### src/rtl/f64sc_pkg.sv
// ----------------------------------------------------------------------------
// f64sc_pkg
// Types and constants shared by the checksum front end, the op queue and the
// accumulator, and the ones' complement adder used by the accumulator.
// ----------------------------------------------------------------------------
package f64sc_pkg;

	localparam int unsigned WORD_W = 32;

	// modulus 2^32-1; also the reset value of both sums and the zero code
	localparam logic [WORD_W-1:0] SUM_MOD = 32'hFFFF_FFFF;

	// one queued op: a packed word to add and/or an end of message
	typedef struct packed {
		logic [WORD_W-1:0] word;
		logic              has_word;
		logic              last;
	} op_t;

	// addition modulo 2^32-1 with end-around carry; result lies in 0..2^32-1,
	// where 2^32-1 stands for zero
	function automatic logic [WORD_W-1:0] ones_add(
		input logic [WORD_W-1:0] a,
		input logic [WORD_W-1:0] b
	);
		logic [WORD_W:0] s;
		s = {1'b0, a} + {1'b0, b};
		return s[WORD_W-1:0] + {{(WORD_W-1){1'b0}}, s[WORD_W]};
	endfunction

endpackage

### src/rtl/f64sc_front.sv
// ----------------------------------------------------------------------------
// f64sc_front
// Accepts byte items, packs them little-endian into 32-bit words and emits
// one op per completed word or end of message.
// ----------------------------------------------------------------------------
module f64sc_front
	import f64sc_pkg::*;
(
	input  logic       clk,
	input  logic       arst_n,
	input  logic       in_valid,
	input  logic       in_ready,
	input  logic [7:0] data_byte,
	input  logic       byte_present,
	input  logic       end_of_message,
	output logic       push,
	output op_t        push_op
);

	logic [23:0] partial_q;
	logic [1:0]  held_q;

	logic        accept;
	logic        take_word;
	logic [23:0] pw_ins;
	logic [23:0] pw_next;
	logic [1:0]  held_next;

	assign accept    = in_valid && in_ready;
	assign take_word = byte_present && (held_q == 2'd3);

	// byte inserted at the next free lane
	always_comb begin
		case (held_q)
			2'd0:    pw_ins = {16'h0000, data_byte};
			2'd1:    pw_ins = {8'h00, data_byte, partial_q[7:0]};
			2'd2:    pw_ins = {data_byte, partial_q[15:0]};
			default: pw_ins = partial_q;
		endcase
	end

	assign pw_next   = byte_present ? pw_ins : partial_q;
	assign held_next = take_word ? 2'd0 : (byte_present ? held_q + 2'd1 : held_q);

	// op: full word, or zero-padded partial word at end of message
	always_comb begin
		push_op.word     = take_word ? {data_byte, partial_q} : {8'h00, pw_next};
		push_op.has_word = take_word || (end_of_message && (held_next != 2'd0));
		push_op.last     = end_of_message;
	end

	assign push = accept && (take_word || end_of_message);

	// byte packing state
	always_ff @(posedge clk or negedge arst_n) begin
		if (!arst_n) begin
			partial_q <= '0;
			held_q    <= '0;
		end else if (accept) begin
			if (take_word || end_of_message) begin
				partial_q <= '0;
				held_q    <= '0;
			end else begin
				partial_q <= pw_next;
				held_q    <= held_next;
			end
		end
	end

endmodule

### src/rtl/f64sc_queue.sv
// ----------------------------------------------------------------------------
// f64sc_queue
// Short first-in first-out queue of ops between front end and accumulator.
// ----------------------------------------------------------------------------
module f64sc_queue
	import f64sc_pkg::*;
#(
	parameter int DEPTH = 4
) (
	input  logic clk,
	input  logic arst_n,
	input  logic push,
	input  op_t  push_op,
	input  logic pop,
	output op_t  head_op,
	output logic full,
	output logic empty
);

	localparam int AW = (DEPTH > 1) ? $clog2(DEPTH) : 1;
	localparam int CW = $clog2(DEPTH + 1);

	op_t           slots [DEPTH];
	logic [AW-1:0] wr_ptr_q;
	logic [AW-1:0] rd_ptr_q;
	logic [CW-1:0] count_q;

	assign full    = (count_q == CW'(DEPTH));
	assign empty   = (count_q == '0);
	assign head_op = slots[rd_ptr_q];

	// storage
	always_ff @(posedge clk) begin
		if (push) begin
			slots[wr_ptr_q] <= push_op;
		end
	end

	// pointers and fill count
	always_ff @(posedge clk or negedge arst_n) begin
		if (!arst_n) begin
			wr_ptr_q <= '0;
			rd_ptr_q <= '0;
			count_q  <= '0;
		end else begin
			if (push) begin
				wr_ptr_q <= (wr_ptr_q == AW'(DEPTH - 1)) ? '0 : wr_ptr_q + 1'b1;
			end
			if (pop) begin
				rd_ptr_q <= (rd_ptr_q == AW'(DEPTH - 1)) ? '0 : rd_ptr_q + 1'b1;
			end
			case ({push, pop})
				2'b10:   count_q <= count_q + 1'b1;
				2'b01:   count_q <= count_q - 1'b1;
				default: count_q <= count_q;
			endcase
		end
	end

endmodule

### src/rtl/f64sc_back.sv
// ----------------------------------------------------------------------------
// f64sc_back
// Two-stage accumulator: stage 1 adds the word into the first sum, stage 2
// adds the first sum into the second sum and loads the result register.
// ----------------------------------------------------------------------------
module f64sc_back
	import f64sc_pkg::*;
(
	input  logic        clk,
	input  logic        arst_n,
	input  op_t         head_op,
	input  logic        empty,
	output logic        pop,
	output logic        out_valid,
	input  logic        out_ready,
	output logic [63:0] out_data
);

	logic [WORD_W-1:0] s1_q;
	logic [WORD_W-1:0] s2_q;

	logic              valid_s1;
	logic [WORD_W-1:0] sum1_s1;
	logic              has_word_s1;
	logic              last_s1;

	logic              out_valid_q;
	logic [63:0]       out_data_q;

	logic              advance;
	logic [WORD_W-1:0] s1_next;
	logic [WORD_W-1:0] s2_next;
	logic [WORD_W-1:0] lo_map;
	logic [WORD_W-1:0] hi_map;

	// whole back end holds while a result waits
	assign advance = !out_valid_q || out_ready;
	assign pop     = advance && !empty;

	assign s1_next = head_op.has_word ? ones_add(s1_q, head_op.word) : s1_q;
	assign s2_next = has_word_s1 ? ones_add(s2_q, sum1_s1) : s2_q;

	// zero maps to the modulus
	assign lo_map = (sum1_s1 == '0) ? SUM_MOD : sum1_s1;
	assign hi_map = (s2_next == '0) ? SUM_MOD : s2_next;

	// stage 1: first sum
	always_ff @(posedge clk or negedge arst_n) begin
		if (!arst_n) begin
			s1_q        <= SUM_MOD;
			valid_s1    <= 1'b0;
			has_word_s1 <= 1'b0;
			last_s1     <= 1'b0;
		end else if (advance) begin
			valid_s1 <= pop;
			if (pop) begin
				has_word_s1 <= head_op.has_word;
				last_s1     <= head_op.last;
				s1_q        <= head_op.last ? SUM_MOD : s1_next;
			end
		end
	end

	always_ff @(posedge clk) begin
		if (pop) begin
			sum1_s1 <= s1_next;
		end
	end

	// stage 2: second sum and result register
	always_ff @(posedge clk or negedge arst_n) begin
		if (!arst_n) begin
			s2_q        <= SUM_MOD;
			out_valid_q <= 1'b0;
		end else if (advance) begin
			out_valid_q <= valid_s1 && last_s1;
			if (valid_s1) begin
				s2_q <= last_s1 ? SUM_MOD : s2_next;
			end
		end
	end

	always_ff @(posedge clk) begin
		if (advance && valid_s1 && last_s1) begin
			out_data_q <= {hi_map, lo_map};
		end
	end

	assign out_valid = out_valid_q;
	assign out_data  = out_data_q;

endmodule

### src/rtl/fletcher64_stream_checksum.sv
// ----------------------------------------------------------------------------
// fletcher64_stream_checksum
// Fletcher-64 check over a byte stream: sums modulo 2^32-1 of little-endian
// 32-bit words, emitted as second_sum:first_sum at the end of each message.
//
//   channel | dir | tdata                      | tuser        | tlast
//   s_*     | in  | [7:0] data_byte            | byte_present | end_of_message
//   m_*     | out | [31:0] check_low,          | -            | -
//           |     | [63:32] check_high         |              |
//
// One item per cycle on the input. The last item of a message is written into
// the op queue, then taken into the first sum stage and then into the second
// sum stage and the result register. The adder chain per stage is one
// 32-bit end-around-carry add. Reset is immediate, no clearing pass. A stalled
// result holds the accumulator; input stalls only once the op queue of
// QDEPTH entries is full.
// ----------------------------------------------------------------------------
module fletcher64_stream_checksum
	import f64sc_pkg::*;
#(
	parameter int QDEPTH = 4
) (
	input  logic        clk,
	input  logic        arst_n,
	input  logic        s_tvalid,
	output logic        s_tready,
	input  logic [7:0]  s_tdata,   // [7:0] data_byte
	input  logic        s_tuser,   // [0] byte_present
	input  logic        s_tlast,
	output logic        m_tvalid,
	input  logic        m_tready,
	output logic [63:0] m_tdata    // [31:0] check_low, [63:32] check_high
);

	logic q_push;
	op_t  q_push_op;
	logic q_pop;
	op_t  q_head_op;
	logic q_full;
	logic q_empty;

	assign s_tready = !q_full;

	// byte packing
	f64sc_front u_front (
		.clk            (clk),
		.arst_n         (arst_n),
		.in_valid       (s_tvalid),
		.in_ready       (s_tready),
		.data_byte      (s_tdata),
		.byte_present   (s_tuser),
		.end_of_message (s_tlast),
		.push           (q_push),
		.push_op        (q_push_op)
	);

	// op queue
	f64sc_queue #(
		.DEPTH (QDEPTH)
	) u_queue (
		.clk     (clk),
		.arst_n  (arst_n),
		.push    (q_push),
		.push_op (q_push_op),
		.pop     (q_pop),
		.head_op (q_head_op),
		.full    (q_full),
		.empty   (q_empty)
	);

	// sum accumulation
	f64sc_back u_back (
		.clk       (clk),
		.arst_n    (arst_n),
		.head_op   (q_head_op),
		.empty     (q_empty),
		.pop       (q_pop),
		.out_valid (m_tvalid),
		.out_ready (m_tready),
		.out_data  (m_tdata)
	);

	// neither half of a check is ever zero
	a_check_nonzero: assert property (@(posedge clk) disable iff (!arst_n)
		m_tvalid |-> (m_tdata[31:0] != 32'h0) && (m_tdata[63:32] != 32'h0))
		else $error("zero half in checksum result");

	// queue only fills through a push
	a_full_by_push: assert property (@(posedge clk) disable iff (!arst_n)
		$fell(s_tready) |-> $past(q_push))
		else $error("queue became full without a push");

	// a waiting result freezes the accumulator
	a_stall_holds: assert property (@(posedge clk) disable iff (!arst_n)
		(m_tvalid && !m_tready) |-> !q_pop)
		else $error("queue popped while result stalled");

endmodule
### config.mk
export PLATFORM = sky130hd
export DESIGN_NAME = fletcher64_stream_checksum
export DESIGN_NICKNAME = d
export VERILOG_FILES = /design/src/rtl/f64sc_pkg.sv /design/src/rtl/f64sc_front.sv /design/src/rtl/f64sc_queue.sv /design/src/rtl/f64sc_back.sv /design/src/rtl/fletcher64_stream_checksum.sv
export SDC_FILE = /design/constraint.sdc
export NUM_CORES = 1
export LEC_CHECK = 0
export CORE_ASPECT_RATIO = 0.75
export CORE_MARGIN = 2
export CORE_UTILIZATION = 55
export DETAILED_ROUTE_END_ITERATION = 6
export DONT_BUFFER_PORTS = 1
export PLACE_DENSITY = 0.77
export SYNTH_ARGS = -nofsm -noshare
export SYNTH_HDL_FRONTEND = slang
export SYNTH_SLANG_ARGS = --single-unit
### constraint.sdc
create_clock -name clk -period 8.6 [get_ports clk]
set_clock_uncertainty 0.05 [all_clocks]
set_input_delay 1.72 -clock clk [delete_from_list [all_inputs] [get_ports clk]]
set_output_delay 1.72 -clock clk [all_outputs]
set_load 0.05 [all_outputs]
# --- After elaboration in Yosys (flattened, before gate mapping) ---
# Memory sizes are Yosys's and may differ from the RTL's.
# Index checks and enable logic that the tools add are counted.
# W data, S select, Z words.
totals:
  reg_bits: 197
  inputBits: 14
  ramBits: 136
  memories: 1
  wordCells: 70
  out_inout_bits: 66
mem_list:
  columns: ["name", "depth", "word_bits", "rd", "rd_ports_with_merged_regs", "write_ports", "line", "text"]
  rows:
  - ["u_queue.slots", 4, 34, 1, 0, 1, "f64sc_queue.sv:23", "op_t slots [DEPTH];"]
classes:
  n_eq_ne: 8
  add_sub_neg: 9
  n_mux: 16
  reduce_logical: 22
op_table:
  columns: ["op", "n"]
  rows:
  - ["$mux W32", 5]
  - ["$pmux W24 S3", 1]
  - ["$add A32 B32 Y33", 2]
  - ["$add A32 B1 Y32", 2]
  - ["$logic_not A32 Y1", 2]
  - ["$mux W24", 2]
  - ["$eq A2 B2 Y1 const B", 5]
  - ["$mux W2", 5]
  - ["$logic_and A1 B1 Y1", 8]
  - ["$add A2 B1 Y2 const B", 3]
  - ["$pmux W3 S2", 1]
  - ["$eq A2 B1 Y1 const B", 2]
  - ["$reduce_and A2 Y1", 2]
  - ["$reduce_bool A2 Y1", 2]
  - ["$add A3 B1 Y3 const B", 1]
  - ["$eq A3 B3 Y1 const B", 1]
  - ["$logic_not A1 Y1", 3]
  - ["$logic_not A3 Y1", 1]
  - ["$logic_or A1 B1 Y1", 3]
  - ["$sub A3 B1 Y3 const B", 1]
  - ["$logic_not A2 Y1", 1]
  - ["$mux W1", 2]

# --- Depth between registers and ports, before layout ---
# Gate-level depths: netlist of the first run.
depth:
  depth_word: 6
  depth_mapped: 25

# --- By module ---
# From an unflattened synthesis of the first run, not the netlist that was laid out.
hier_totals:
  hier_cells: 1700
  hier_area_um2: 19397.4
modules_own_cells:
  columns: ["mod", "seq_area_each_um2", "instances", "cells_per_inst", "area_each_um2"]
  rows:
  - ["f64sc_back", 4664.5, 1, 1351, 12520.8]
  - ["f64sc_queue", 4259.1, 1, 216, 5378.9]
  - ["f64sc_front", 650.6, 1, 132, 1493.9]
  - ["fletcher64_stream_checksum", 0.0, 1, 1, 3.8]

# --- Least setup slack after synthesis of the first run ---
# OpenSTA, ideal clock, no wires.
synth_timing:
  path_type: "register -> register"
  start: "register u_queue.rd_ptr_q[0]"
  end: "register u_back.sum1_s1[30], data pin"
  synth_period_minus_slack_ps: 6134
  t_arrival_ps: 5933
  setup_ps: 152
  path_stages_with_launch: 25
  path_slack_ps: 2466
  t_required_ps: 8398
  path_cell_list: "dfrtp_1 > clkbuf_1 > buf_1 > mux4_2 > ha_1 > clkbuf_1 > o21a_1 > o21ai_0 > a211o_1 > a31o_2 > nand2_1 > a221o_1 > a21oi_1 > nor2b_1 > o21ai_0 > nand2b_1 > ha_1 > ha_1 > and3_1 > inv_1 > nor3_1 > nand4_1 > or4_1 > or3_1 > a31oi_1"
synth_via:
  elab_chain_len: 4
synth_rtl:
  columns: ["item", "line", "text"]
  rows:
  - ["start, declared", "f64sc_queue.sv:25", "logic [AW-1:0] rd_ptr_q;"]
  - ["start signal, assigned", "f64sc_queue.sv:50", "rd_ptr_q <= (rd_ptr_q == AW'(DEPTH - 1)) ? '0 : rd_ptr_q + 1'b1;"]
  - ["$mem_v2 Z4 W34 *", null, null]
  - ["$add A32 B32 Y33", "f64sc_pkg.sv:27", "s = {1'b0, a} + {1'b0, b};"]
  - ["$add A32 B1 Y32", "f64sc_pkg.sv:28", "return s[WORD_W-1:0] + {{(WORD_W-1){1'b0}}, s[WORD_W]};"]
  - ["$mux W32 *", "f64sc_back.sv:40", "assign s1_next = head_op.has_word ? ones_add(s1_q, head_op.word) : s1_q;"]
  - ["net u_back.s1_next[30]", "f64sc_back.sv:31", "logic [WORD_W-1:0] s1_next;"]
  - ["end signal, assigned", "f64sc_back.sv:66", "sum1_s1 <= s1_next;"]
  - ["end, declared", "f64sc_back.sv:23", "logic [WORD_W-1:0] sum1_s1;"]
# Mark *: on every way through the listed nets, which the timed path passes. The rest lies on a longest branch.
# A chain may end at the register's enable or synchronous reset.

# --- Worst setup path in the final report of the first run ---
layout_timing:
  start: "register u_back.s2_q[0]"
  end: "register u_back.out_data_q[59], in the netlist u_back.out_data[59], data pin"
layout_via:
  elab_chain_len: 4
layout_rtl:
  columns: ["item", "line", "text"]
  rows:
  - ["start, declared", "f64sc_back.sv:20", "logic [WORD_W-1:0] s2_q;"]
  - ["start signal, assigned", "f64sc_back.sv:78", "s2_q <= last_s1 ? SUM_MOD : s2_next;"]
  - ["$add A32 B32 Y33", "f64sc_pkg.sv:27", null]
  - ["$add A32 B1 Y32", "f64sc_pkg.sv:28", null]
  - ["$mux W32 *", "f64sc_back.sv:41", "assign s2_next = has_word_s1 ? ones_add(s2_q, sum1_s1) : s2_q;"]
  - ["$logic_not A32 Y1", "f64sc_back.sv:45", "assign hi_map = (s2_next == '0) ? SUM_MOD : s2_next;"]
  - ["end signal, assigned", "f64sc_back.sv:85", "out_data_q <= {hi_map, lo_map};"]
  - ["end, declared", "f64sc_back.sv:28", "logic [63:0] out_data_q;"]
# Mark *: on every way between the ends. The rest lies on a longest branch, timed or not.

==> results of run 1 <==
[synth_stat cells (all sizes together), types with 17 or more instances]
cell    instances
nor4           29
ha             80
o22a           22
a31oi          26
o21ai          67
inv            41
nand2          97
nor3           23
edfxtp        232
nand3          31
a22o           41
nand2b         17
or2            43
mux4           34
buf            22
and3           25
xnor2          56
a21oi         131
clkbuf         58
dfstp          64
nor2          150
xor2           28
a21o           41
dfrtp          37
o31ai          42
nand4          32
or3            17
[critical path, cell delays in order (launching register included)]
cell	delay, ns
dfstp_2	0.55
ha_1	0.25
fa_1	0.28
a21o_2	0.18
a221oi_1	0.20
nor4_1	0.67
o211ai_1	0.25
a21o_1	0.25
a31oi_1	0.17
o21ai_0	0.09
nand2b_1	0.24
ha_1	0.23
ha_1	0.18
o211ai_1	0.11
nor4_1	0.62
nand3_1	0.27
or3_1	0.43
xnor2_1	0.15
or4_1	0.40
o211a_1	0.15
nor4_2	0.31
nand4_2	0.74
o31ai_1	0.53
[state kept, by name (all words and copies together), names as in the netlist, 3 cells and up]
name and count:
u_back.out_data 64, u_back.s1_q 32, u_back.s2_q 32, u_back.sum1_s1 32, u_front.partial_q 24, u_queue.count_q 3
u_queue.slots 136
[cell type report]
type | count | area share, %
Inverter | 42 | 0.767
Clock inverter | 16 | 1.10
Multi-Input combinational cell | 1248 | 43.6
Tap cell | 450 | 2.74
Timing Repair Buffer | 16 | 0.584
Sequential cell | 333 | 46.6
Clock buffer | 48 | 4.64
[logic make-up (layout without fill, tap and decap cells)]
kind of cell	after synthesis	in the layout	synth area share [%]
simple gates	530	530	14.4
compound gates	496	496	18.1
flops	333	333	50.3
mux	55	55	5.18
xor+xnor	84	84	3.87
buf+inv	122	122	2.59
fa+ha+maj	83	83	5.58
[per-layer routing]
metal | GRT usage [%] | part of all wire [%]
met1 | 41.6 | 47
met2 | 39.2 | 43
met3 | 4.57 | 7.7
met4 | 6.88 | 1.8
met5 | 0 | 0
[stage by stage]
step | hold WS [ns] | area, um^2 | worst slack [ns]
5_1_grt | 0.461 | 20600 | 0.533
4_1_cts | 0.453 | 20600 | 1.22
3_3_place_gp | 0.433 | 19400 | 1.57
6_report | 0.452 | 20600 | 1.05
3_5_place_dp | 0.433 | 19400 | 1.25
2_1_floorplan | 0.416 | 19000 | 2.47
[final timing paths]
kind | start | end | slack, ns | cells past startpoint
setup / recovery | u_back.s2_q[0] | u_back.out_data[59] | 1.05 | 22
hold / removal | u_queue.count_q[2] | u_queue.count_q[2] | 0.45 | 1
setup reg to reg | u_back.s2_q[0] | u_back.out_data[59] | 1.05 | 22
hold reg to reg | u_queue.count_q[2] | u_queue.count_q[2] | 0.45 | 1
max in group asynchronous | arst_n | u_back.s2_q[1] | 7.42 | 0
min in group asynchronous | arst_n | u_front.partial_q[23] | 0.82 | 0
==> results.yml, run 1 <==
status:
  outcome: "finished, final reports clean"
timing:
  maxSlewViolCount: 0
  tns_ns: 0
  slew_headroom_pct: 11.6
  finalCritPeriodShare_pct: 87.7
  fin_crit_ns: 7.55
  hold_viol: 0
  rsz0062_at_grt: "false"
  worst_slew_pin_slew_ns: 1.32
  fmaxAchievable_mhz: 133
  setup_viol_count_final: 0
logic_synthesis:
  ys.flop_type: "edfxtp_1"
  synth-edff-count: 232
  syn_inst: 1703
  synth_area_leaders: "edfxtp_1 37%, dfstp_2 8.8%, ha_1 5.3%, dfrtp_1 4.9%, mux4_2 4.0%"
  yosys_warnings: 0
  synth_nets: 1800
  synth_top_area_cell: "edfxtp_1"
  yosysTopAreaCellShare_pct: 36.6
  synthesis.area_um2: 19000
  synth-async-reset-ratio_pct: 30.3
  yosysUniqueCellTypes: 83
  synth_area_per_cell_um2: 11.2
  ys_seq_area_share_pct: 50.3
  synth-seq-cells: 333
grt:
  grt_pass1_wl_um: 75000
  grt_overflow: 0
  grt_pass1_vias: 13200
  grt.total_usage_pct: 26.9
  antenna_found_initial: 0
  grt_start_max_net_pins: 102
clocking:
  numCtsBuffers: 35
  post_cts_resized: 0
  clockBufferDepth: 3
  cts-root-buf: "clkbuf_16"
  cts_num_sinks: 333
  postCtsSetupRepairBufs: 0
  hold_buffers: 0
  cts_tree: "yes"
  clk_pin_slew_ns: 0.07
  h-tree-depth: 2
  clkLatencyLatePin_ns: 0.54
placed_design:
  port_buffers: 0
  place_inst: 2089
  post-dp-hpwl_um: 34700
  gp_congestion: 0.933
finish:
  n_antenna_cell: 0
  fillCellCount: 2716
  final_common_cell: "edfxtp_1"
  final_nets: 1773
  final_cells: 2153
  fin_util_pct: 60.8
  multi_input_area_um2: 8960
  final_layout_size_suffix_gt1_share_pct: 14.5
  area_delta_synth_final_pct: 8.10
  final_cell_mix: "232 x edfxtp_1, 150 x nor2_1, 130 x a21oi_1"
  register_area_um2: 9580
worst_setup_path:
  start_kind: "flip-flop"
  worst_ep_required_time_ns: 8.88
  worstPathArrival_ns: 7.82
  worstPathMaxFanout: 32
  critical_path_class: "reg2reg"
  crit_path_end_kind: "flip-flop"
route:
  viasPerCell: 6.49
  dr.pass1.iters: 5
  drtIter0Drc: 1529
  finalWirelength_um: 48100
  postRouteAntennaNets: 0
  drc: 0
  wl_per_cell_um: 22.4
  vias: 14000
die:
  core_area_um2: 33800
  die_width_um: 219
  die-area_um2: 36100
  ios: 80
  die_height_um: 165
  initial_utilization_pct: 56.2
  num_rows: 58
hold_path:
  hold_class: "reg2reg"
job:
  maxCapViolations: 0
Power of run 1 is not shown: default switching activity piles up to over one toggle a cycle in this logic, so the estimate is an artifact.
==> run 2, diff against run 1 <==
--- a/config.mk
+++ b/config.mk
@@ -8,6 +8,7 @@
 export CORE_ASPECT_RATIO = 0.75
 export CORE_MARGIN = 2
 export CORE_UTILIZATION = 55
+export CTS_CLUSTER_SIZE = 14
 export DETAILED_ROUTE_END_ITERATION = 6
 export DONT_BUFFER_PORTS = 1
 export PLACE_DENSITY = 0.77
==> constraint.sdc (replaced) <==
create_clock -name clk -period 8.6 [get_ports clk]
set_clock_uncertainty 0.05 [all_clocks]
set_input_delay 2.15 -clock clk [delete_from_list [all_inputs] [get_ports clk]]
set_output_delay 2.15 -clock clk [all_outputs]
set_load 0.05 [all_outputs]
==> run 2 against run 1 <==
Die area unchanged. Highest routed layer unchanged. Hold slack better by 0.0068 ns. Cell area is 0.41% lower. Global-route usage rose by 0.094 points. Sequential share of layout area increased by 0.19 points. First-iteration DRC count is 0.13% lower. Critical path type unchanged. Non-clock buffer count is the same. Critical path depth is 1 lower. Maximum frequency grew 1.5%. Via count up 1.1%.
==> results.yml, run 2 (synthesis gave the netlist of run 1 again) <==
status:
  outcome: "finished, final reports clean"
die:
  die_height_um: 165
  die_width_um: 219
  ios: 80
  die-area_um2: 36100
  initial_utilization_pct: 56.2
  core_area_um2: 33800
  num_rows: 58
worst_setup_path:
  critical_path_class: "reg2reg"
  cpMostUsedCell: "ha_1"
  cp_slowest_cell: "nand4_2"
  worstPathArrival_ns: 7.70
  crit_path_end_kind: "flip-flop"
  cpPeakStageDelay_ns: 0.81
  worstPathMaxFanout: 32
  start_kind: "flip-flop"
  worst_ep_required_time_ns: 8.87
  path_cells: "ha_1 > and3_1 > a221oi_1 > nor4_1 > o211ai_1 > a21o_1 > a31oi_1 > o21ai_0 > nand2b_1 > ha_1 > ha_1 > o211ai_1 > nor4_1 > nand3_1 > nor3_1 > buf_4 > nand4_1 > xnor2_1 > a221oi_1 > nand4_2 > o31ai_1"
  reg2reg_slack_ns: 1.17
clocking:
  post_cts_resized: 0
  numCtsBuffers: 34
  cts-root-buf: "clkbuf_16"
  h-tree-depth: 2
  clk_pin_slew_ns: 0.06
  postCtsSetupRepairBufs: 0
  cts_tree: "yes"
  clkLatencyLatePin_ns: 0.53
  cts_num_sinks: 333
  hold_buffers: 0
  clockBufferDepth: 3
timing:
  slew_headroom_pct: 11.3
  rsz0062_at_grt: "false"
  tns_ns: 0
  setup_viol_count_final: 0
  worst_slew_pin_slew_ns: 1.32
  hold_viol: 0
  maxSlewViolCount: 0
  finalCritPeriodShare_pct: 86.4
  fin_crit_ns: 7.43
  fmaxAchievable_mhz: 135
route:
  drtIter0Drc: 1527
  drc: 0
  postRouteAntennaNets: 0
  dr.pass1.iters: 7
  wl_per_cell_um: 22.4
  finalWirelength_um: 48200
  viasPerCell: 6.57
  vias: 14100
finish:
  final_nets: 1772
  area_delta_synth_final_pct: 7.65
  largest_reg_flops: 136
  final_cell_mix: "232 x edfxtp_1, 150 x nor2_1, 130 x a21oi_1"
  n_antenna_cell: 0
  final_layout_size_suffix_gt1_share_pct: 14.3
  regMostFlops: "u_queue.slots"
  final_common_cell: "edfxtp_1"
hold_path:
  hold_class: "reg2reg"
grt:
  antenna_found_initial: 0
  grt_start_max_net_pins: 102
  grt_overflow: 0
  grt_pass1_vias: 13300
  grt.total_usage_pct: 27.0
  grt_pass1_wl_um: 75100
placed_design:
  port_buffers: 0
  gp_congestion: 0.934
  post-dp-hpwl_um: 34700
job:
  maxCapViolations: 0
## run 2: worst max-delay path: cells and delay by family (launching register included)
family                     cells  cell delay, ns
xor gates and xnor gates       1            0.19
and+or+nand+nor                8            3.25
buffers and inverters          1            0.22
adders and majority gates      3            0.95
DFF                            1            0.42
AOI/OAI and AO/OA              8            2.13
## run 2: area by class of cell
class                           instances  area, um^2
Timing Repair Buffer                   16         120
Fill cell                            2749       13300
Clock buffer                           54        1020
Tap cell                              450         563
Clock inverter                          8        76.3
Multi-Input combinational cell       1248        8960
Sequential cell                       333        9580
Inverter                               42         158
## run 2: routing by layer
metal / share of wire, % / vias to the layer above / global-route usage [%]
met4: 1.7 / 0 / 5.71
li1: - / 6525 / -
met2: 43 / 585 / 39.6
met5: 0 / - / 0
met3: 8.7 / 65 / 5.97
met1: 47 / 6957 / 41.2
## run 2: metrics by stage
stage	hold WS (ns)	instance area (um^2)	util (%)	setup slack [ns]	std cells
floorplan	0.416	19000	-	2.47	1703
global placement	0.433	19400	57.3	1.59	2089
detailed placement	0.433	19400	57.3	1.39	2089
CTS	0.454	20500	60.5	1.36	2151
global route	0.458	20500	60.5	0.530	2151
finish	0.459	20500	60.5	1.17	2151
## run 2: final timing paths
check,start,endpoint,cells after the start
max,u_back.sum1_s1[5],u_back.out_data[39],21
min,u_front.partial_q[5],u_front.partial_q[5],1
max reg2reg,u_back.sum1_s1[5],u_back.out_data[39],21
min reg2reg,u_front.partial_q[5],u_front.partial_q[5],1
max in group asynchronous,arst_n,u_back.s1_q[1],0
min in group asynchronous,arst_n,u_front.partial_q[23],0
Power of run 2 is left out for the same reason.
